File: src/hw/rtl/bmg_pkg.sv
// Shared types and constants for the Box-Muller Gaussian generator.
// No dependencies; imported by the core, the rotator and the checker.
package bmg_pkg;

    typedef struct packed {
        logic [31:0] uniform_a;
        logic [31:0] uniform_b;
    } t_in_item;

    typedef struct packed {
        logic signed [31:0] sample_value;
        logic               from_cache;
    } t_out_item;

    typedef enum logic [3:0] {
        S_IDLE,
        S_NORM,
        S_LOG,
        S_WMUL,
        S_SQRT,
        S_XMUL,
        S_ROT,
        S_SMUL,
        S_EMIT
    } t_state;

    localparam int unsigned CFG_IDX_W = 2;
    localparam logic [CFG_IDX_W-1:0] REG_MEAN_OFFSET     = 2'd0;
    localparam logic [CFG_IDX_W-1:0] REG_DEVIATION_SCALE = 2'd1;

    localparam logic [15:0] MEAN_RESET  = 16'd0;
    localparam logic [15:0] SCALE_RESET = 16'd256;

    localparam logic [1:0] QUAD_0 = 2'd0;
    localparam logic [1:0] QUAD_1 = 2'd1;
    localparam logic [1:0] QUAD_2 = 2'd2;

    localparam logic [30:0] TWO_LN2_Q30   = 31'd1488522236;
    localparam logic [29:0] INV_GAIN_Q30  = 30'd652032874;

    localparam int unsigned ATAN_ENTRIES = 24;
    localparam int unsigned ATAN_IDX_W   = 5;

    localparam logic [31:0] ATAN_TURNS [ATAN_ENTRIES] = '{
        32'h20000000, 32'h12E4051E, 32'h09FB385B, 32'h051111D4, 32'h028B0D43,
        32'h0145D7E1, 32'h00A2F61E, 32'h00517C55, 32'h0028BE53, 32'h00145F2F,
        32'h000A2F98, 32'h000517CC, 32'h00028BE6, 32'h000145F3, 32'h0000A2FA,
        32'h0000517D, 32'h000028BE, 32'h0000145F, 32'h00000A30, 32'h00000518,
        32'h0000028C, 32'h00000146, 32'h000000A3, 32'h00000051
    };

endpackage

File: src/hw/rtl/bmg_cordic.sv
// Iterative CORDIC rotator: one shift-add micro-rotation per cycle.
// Depends on bmg_pkg for the arctangent table.
module bmg_cordic #(
    parameter int CORDIC_STEPS = 16
) (
    input  logic               i_clk,
    input  logic               i_rst_n,
    input  logic               i_start,
    input  logic signed [33:0] i_x0,
    input  logic [29:0]        i_angle,
    output logic               o_done,
    output logic signed [17:0] o_cos,
    output logic signed [17:0] o_sin
);
    import bmg_pkg::*;

    logic                  r_busy, r_done;
    logic [ATAN_IDX_W-1:0] r_cnt;
    logic signed [33:0]    r_x, r_y;
    logic signed [31:0]    r_z;
    logic signed [33:0]    w_xs, w_ys, w_xr, w_yr;
    logic signed [31:0]    w_atan;

    assign w_xs   = r_x >>> r_cnt;
    assign w_ys   = r_y >>> r_cnt;
    assign w_atan = $signed(ATAN_TURNS[r_cnt]);

    always_ff @(posedge i_clk) begin
        if (!i_rst_n) begin
            r_busy <= 1'b0;
            r_done <= 1'b0;
            r_cnt  <= '0;
        end else begin
            r_done <= 1'b0;
            if (i_start) begin
                r_busy <= 1'b1;
                r_cnt  <= '0;
                r_x    <= i_x0;
                r_y    <= '0;
                r_z    <= $signed({2'b00, i_angle});
            end else if (r_busy) begin
                if (!r_z[31]) begin
                    r_x <= r_x - w_ys;
                    r_y <= r_y + w_xs;
                    r_z <= r_z - w_atan;
                end else begin
                    r_x <= r_x + w_ys;
                    r_y <= r_y - w_xs;
                    r_z <= r_z + w_atan;
                end
                if (r_cnt == ATAN_IDX_W'(CORDIC_STEPS - 1)) begin
                    r_busy <= 1'b0;
                    r_done <= 1'b1;
                end
                r_cnt <= r_cnt + 1'b1;
            end
        end
    end

    assign w_xr   = r_x + 34'sd32768;
    assign w_yr   = r_y + 34'sd32768;
    assign o_cos  = w_xr[33:16];
    assign o_sin  = w_yr[33:16];
    assign o_done = r_done;

endmodule

File: config.mk
export PLATFORM = sky130hd
export DESIGN_NAME = bmg_cordic
export DESIGN_NICKNAME = d
export VERILOG_FILES = /design/src/hw/rtl/bmg_pkg.sv /design/src/hw/rtl/bmg_cordic.sv
export SDC_FILE = /design/constraint.sdc
export NUM_CORES = 1
export LEC_CHECK = 0
export BUFFER_PORTS_ARGS = -buffer_cell sky130_fd_sc_hd__buf_2
export CAP_MARGIN = 20
export CELL_PAD_IN_SITES_DETAIL_PLACEMENT = 1
export CELL_PAD_IN_SITES_GLOBAL_PLACEMENT = 2
export CORE_ASPECT_RATIO = 0.6
export CORE_UTILIZATION = 35
export DETAILED_ROUTE_END_ITERATION = 8
export PLACE_DENSITY_LB_ADDON = 0.05
export SYNTH_ARGS = -nofsm -noshare
export SYNTH_HDL_FRONTEND = slang
export SYNTH_SLANG_ARGS = --single-unit
File: constraint.sdc
create_clock -name i_clk -period 14.3 [get_ports i_clk]
set_input_delay 1.43 -clock i_clk [delete_from_list [all_inputs] [get_ports i_clk]]
set_output_delay 1.43 -clock i_clk [all_outputs]
set_load 0.02 [all_outputs]
Yosys cells after proc, flatten, opt, wreduce, memory -nomap -nowiden
Memory sizes are Yosys's and may differ from the RTL's.
Cells that the tools add are included.
- memories kept: 1
- logic and storage cells: 42
- bits in registers: 107
- output and inout bits: 37
- memory bits (read-only): 1024
- shifts and indexed selects: 2
- muxes and demuxes: 14
- equality and inequality tests: 1
- $lt $le $gt $ge: 1
- add/sub/neg operators: 9
- bitwise gates (word level): 3
- reductions and logical operators: 4
- memory list (name ; words ; width ; read ports ; clocked after Yosys merged registers in ; wr ports ; RTL line ; text):
    (no name shown) ; 32 ; 32 ; 1 ; 0 ; 0 ; bmg_cordic.sv:26 ; assign w_atan = $signed(ATAN_TURNS[r_cnt]);
- operators by type and width (operator ; count):
    $mux 34 ; 5
    $mux 32 ; 4
    $add 34x17->34 const B ; 2
    $add 34x34->34 ; 2
    $sshr 34x5->34 ; 2
    $sub 34x34->34 ; 2
    $add 32x32->32 ; 1
    $sub 32x32->32 ; 1
    $mux 30 ; 1
    $ge 6x6->1 const B ; 1
    $not 5->6 ; 1
    $add 5x1->5 const B ; 1
    $eq 5x4->1 const B ; 1
    $mux 1 ; 4
    $reduce_or 3->1 ; 1
    $not 1->1 ; 2
    $reduce_and 2->1 ; 1
    $reduce_bool 2->1 ; 1
    $reduce_or 2->1 ; 1

Longest topological paths before layout
- depth in word-level cells: 8
- gate-level depth with buffers: 30

Worst setup path after synthesis
No wires, ideal clock.
- path kind: flip-flop to flip-flop
- from: register r_cnt[1]
- to: register r_z[30] (data pin)
- path slack: 7.978 ns
- period minus slack after synthesis: 6.322 ns
- stages on the path, launching flop included: 27
- required time: 14.021 ns
- arrival: 6.043 ns
- path buffers: 8
- setup time: 0.279 ns
- cells stage by stage: dfxtp_1 buf_6 buf_8 buf_6 buf_6 buf_4 buf_2 buf_2 buf_2 nand2_1 nor3b_1 a211oi_1 a31oi_1 inv_1 ha_1 and2_1 nor4bb_1 nor2_2 xor2_1 ha_1 and3_1 a311oi_1 or4b_2 nand3_1 o311ai_0 and4_1 or4b_2
- cells in the longest elaborated chain, start to end: 7
- elaborated cells on any way between the ends: 8
- classes of those cells: 2 x add/sub; 4 x mux; 1 x bitwise; 1 x memory
- ends and longest elaborated chain (item ; RTL line ; text):
    start: declaration ; bmg_cordic.sv:18 ; logic [ATAN_IDX_W-1:0] r_cnt;
    start signal: assignment ; bmg_cordic.sv:55 ; r_cnt <= r_cnt + 1'b1;
    $not 5->6 (not written as such) * ; bmg_cordic.sv:26 ;
    $mem_v2 32x32 * ; n/a ;
    $mux 32 (not written as such) * (2 in a row) ; bmg_cordic.sv:26 ;
    $sub 32x32->32 or $add 32x32->32 (tied branches) ; bmg_cordic.sv:45, bmg_cordic.sv:49 ;
    $mux 32 * ; bmg_cordic.sv:42 ; if (!r_z[31]) begin
    $mux 32 * ; bmg_cordic.sv:41 ; end else if (r_busy) begin
    end signal: assignment ; bmg_cordic.sv:40 ; r_z <= $signed({2'b00, i_angle});
    end signal: assignment ; bmg_cordic.sv:45 ; r_z <= r_z - w_atan;
    end signal: assignment ; bmg_cordic.sv:49 ; r_z <= r_z + w_atan;
    end: declaration ; bmg_cordic.sv:20 ; logic signed [31:0] r_z;
Every way passes the cells marked *; elsewhere a longest branch is shown, timed or not. The select of a mux whose other input is x is not followed.
A chain may end at the register's enable or synchronous reset.

Final worst setup path
- from: register r_cnt[1]
- to: register r_x[30] (data pin)
- cells in the longest elaborated chain, start to end: 5
- elaborated cells on any way between the ends: 6
- classes of those cells: 2 x add/sub; 1 x shift; 3 x mux
- ends and longest elaborated chain (item ; RTL line ; text):
    $sshr 34x5->34 * ; bmg_cordic.sv:25 ; assign w_ys = r_y >>> r_cnt;
    $sub 34x34->34 or $add 34x34->34 (tied branches) ; bmg_cordic.sv:43, bmg_cordic.sv:47 ;
    $mux 34 * ; bmg_cordic.sv:42 ;
    $mux 34 * ; bmg_cordic.sv:41 ;
    $mux 34 * ; bmg_cordic.sv:35 ; if (i_start) begin
    end signal: assignment ; bmg_cordic.sv:38 ; r_x <= i_x0;
    end signal: assignment ; bmg_cordic.sv:43 ; r_x <= r_x - w_ys;
    end signal: assignment ; bmg_cordic.sv:47 ; r_x <= r_x + w_ys;
    end: declaration ; bmg_cordic.sv:19 ; logic signed [33:0] r_x, r_y;
Marked as above.

==> qor.txt <==
Status -> completed
Detailed router's first-iteration violation count -> 1,702
P_sw -> 0.00158 W
DR DRC count -> 0
Comb power frac -> 70.2%
Clk_skew -> 0.0204 ns
Synth area leaders -> edfxtp_1 (18%), ha_1 (8.2%), mux4_2 (8.0%), xnor2_1 (6.3%), a21oi_1 (4.7%)
Slowest cell on the critical path -> a221oi_1
CTS Buf Count -> 9
Via count -> 16,800
TritonCTS clock tree -> done
Slew Viols, Final -> 0
Worst vdd ir -> 0.0000723 V
Initial antenna violation count -> 0
Total grt overflow -> 0
Seq cells post-synth -> 107
Crit path largest cell delay -> 0.78 ns
Cell variety after synth -> 96
Post-synth top area share -> 17.7%
Max Fanout on Critical Path -> 64
Area occupied by multi-input gates -> 0.0130 mm^2
Worst hold path startpoint -> r_busy
Levels on crit path -> 19
Critical Path Source -> r_cnt[1]
# clock sinks -> 107
PD cells -> 167 mW/mm^2
Number of synthesized flops with an enable pin -> 100
IO Port Bufs -> 103
RSZ-0062 raised after global routing -> no
Area delta synth->final -> 7.04%
Reg2Reg Setup Slack -> 6.51 ns
Vias in the first global route -> 16,400
CTS Buffer Depth -> 2
Worst r2r path cells -> 19
First-pass GRT wire length -> 107 mm
Pin count of the biggest net entering global routing -> 79
Gp weighted congestion -> 0.975
WP data required -> 14.45 ns
CP Data Arrival Time -> 7.94 ns
Post-Synthesis Cells -> 2,042
# Post-CTS Setup Buffers -> 0
Drt wl/cell -> 26.3 um
Depth of the CTS H-tree -> 3
Sequential-to-total area share from yosys stat -> 18.5%
Layout cells sized above 1 -> 15.0%
Syn nets -> 2,223
Critical Path End Type -> flip-flop
GRT Total Usage -> 28.3%
Sequential power share -> 20.9%
R2R Path End -> r_x[30]
Period utilization -> 54.5%
Post-synth top area cell -> edfxtp_1
Die area -> 0.0494 mm^2
Startpoint Class -> flip-flop
Top delay family on crit path -> compound AO/OA/AOI/OAI gates
Sw frac -> 52.0%
Pint -> 0.00146 W
Power share of the clock group -> 8.9%
Worst-Skew Late Latency -> 0.40 ns
Die X -> 286 um
Via/cell ratio -> 6.24
Crit path buf inv count -> 1
Fin. Hold Viols -> 0
Core ar. -> 0.0479 mm^2
F_max -> 0.128 GHz
Final nets -> 2,224
Cts repair resizes -> 0
Commonest non-fill, non-tap cell in the layout -> nand2_1
Synthesis warning total -> 0
Post-route ant nets -> 0
Avg Cell Area, Syn -> 8.32 um^2
Storage cell area -> 0.00316 mm^2
Setup TNS -> 0 ns
Clk root buf -> clkbuf_16
Crit path kind -> flip-flop to flip-flop
Ys flop type -> edfxtp_1
Reg-to-reg startpoint -> r_cnt[1]
Worst rel slew slack -> 31.0%
Starting Density -> 35.5%
Total iterations of the first detailed-routing run -> 5
Max cap viols -> 0
Critical path endpoint -> r_x[30]
Clk pin slew, worst setup/hold paths -> 0.08 ns
Netlist Area Pre-Place -> 0.0170 mm^2
Asr flop ratio synth -> 0%
Overall power -> 0.00304 W
Min-delay worst type -> flip-flop to flip-flop
Site Rows -> 62
Die Y -> 173 um
Post-detail-place hpwl -> 54.9 mm
Worst-Margin Slew -> 1.03 ns
Ant diodes -> 0
Post-CTS Hold Fix Bufs -> 0
Tmin final -> 7.79 ns
P_leak -> 7.02 nW
Crit path cell chain -> buf_4, mux4_2, mux2i_1, o21ai_0, a221oi_1, nand3_1, nor3_2, a41oi_1, xnor2_1, ha_1, a21o_1, a21oi_1, o21ai_0, a31oi_1, o221ai_1, o311ai_0, o31a_1, o21bai_1, o311ai_0
Final setup viols -> 0
Layout fillers -> 5,730
Ports -> 104
Drt total wl -> 70.6 mm
Most frequent cells in the layout -> nand2_1 (202), nor2_1 (184), a21oi_1 (158)
==> worst min path at each step <==
stage               endpoint  slack, ns  cells past startpoint
floorplan             o_done       0.62                      3
global placement      o_done       0.59                      2
detailed placement    o_done       0.59                      2
CTS                   o_done       0.61                      2
global route          o_done       0.66                      2
finish                o_done       0.61                      2
==> tightest hold or removal path, delay by kind of cell (launching register included) <==
family / cells / cell delay, ns
simple gates: 2 / 0.14
flops: 1 / 0.43
==> kinds of logic (layout without fill, tap and decap cells) <==
family / after synthesis / in the layout / synth area share (%)
compound gates: 618 / 618 / 23.7
xor+xnor: 203 / 203 / 10.5
fa+ha+maj: 115 / 115 / 8.59
buf+inv: 207 / 213 / 5.30
flops: 107 / 107 / 18.5
mux: 178 / 178 / 16.1
simple gates: 614 / 614 / 17.3
==> area by class of cell <==
| cell class | instances | area share [%] |
|---|---|---|
| clock buffers | 10 | 1.26 |
| clock inverters | 6 | 0.262 |
| inverters | 62 | 1.28 |
| multi-input cells | 1728 | 71.2 |
| flip-flops and latches | 107 | 17.4 |
| well taps | 640 | 4.40 |
| repair buffers | 135 | 4.17 |
==> power by group through the flow <==
| stage | sequential [W] | combinational (W) | clock [W] |
|---|---|---|---|
| after floorplan | 0.000510 | 0.00161 | 0 |
| after global placement | 0.000635 | 0.00208 | 0 |
| after detailed placement | 0.000634 | 0.00210 | 0 |
| after CTS | 0.000628 | 0.00212 | 0.000279 |
| after global routing | 0.000641 | 0.00236 | 0.000288 |
| final | 0.000635 | 0.00214 | 0.000272 |
==> metrics by stage <==
step | cells | hold slack [ns] | setup WS (ns) | utilization (%) | area [um^2]
floorplan | 2042 | 0.616 | 7.98 | - | 17000
finish | 2688 | 0.611 | 6.51 | 38.0 | 18200
global placement | 2671 | 0.591 | 6.81 | 37.4 | 17900
detailed placement | 2671 | 0.593 | 6.70 | 37.4 | 17900
CTS | 2687 | 0.606 | 6.66 | 38.0 | 18200
global route | 2688 | 0.660 | 6.03 | 38.0 | 18200
==> per-layer routing <==
| layer | part of all wire (%) | global-route usage [%] | vias up | wire (um) |
|---|---|---|---|---|
| met2 | 39 | 38.0 | 625 | 27300 |
| met1 | 52 | 45.0 | 8470 | 36500 |
| li1 | - | - | 7643 | - |
| met4 | 1.0 | 3.99 | 2 | 710 |
| met3 | 8.5 | 7.20 | 45 | 5990 |
| met5 | 0.045 | 0.481 | - | 32 |
==> synthesized netlist by cell type (9+ instances only) <==
library cell	number
nand2_1	202
nor2_1	184
a21oi_1	158
o21ai_0	132
xnor2_1	123
ha_1	111
edfxtp_1	100
clkbuf_1	87
xor2_1	80
inv_1	60
mux4_2	60
mux2_2	57
mux2i_1	53
a21o_1	48
a31oi_1	38
nand3_1	34
a211oi_1	32
nand2b_1	26
nor3_1	24
o22ai_1	24
and3_1	23
buf_2	23
nor2b_1	22
and2_1	20
o21a_1	20
buf_1	19
o21bai_1	16
o31ai_1	13
nand4_1	12
a221oi_1	11
a22oi_1	11
o211ai_1	11
a311oi_1	9
o311ai_0	9
==> sequential cells by signal, summed over array words and instances, names as in the netlist <==
name    cells
o_done      1
r_busy      1
r_cnt       5
r_x        34
r_y        34
r_z        32
No activity file was read; power rests on OpenSTA's default activity.
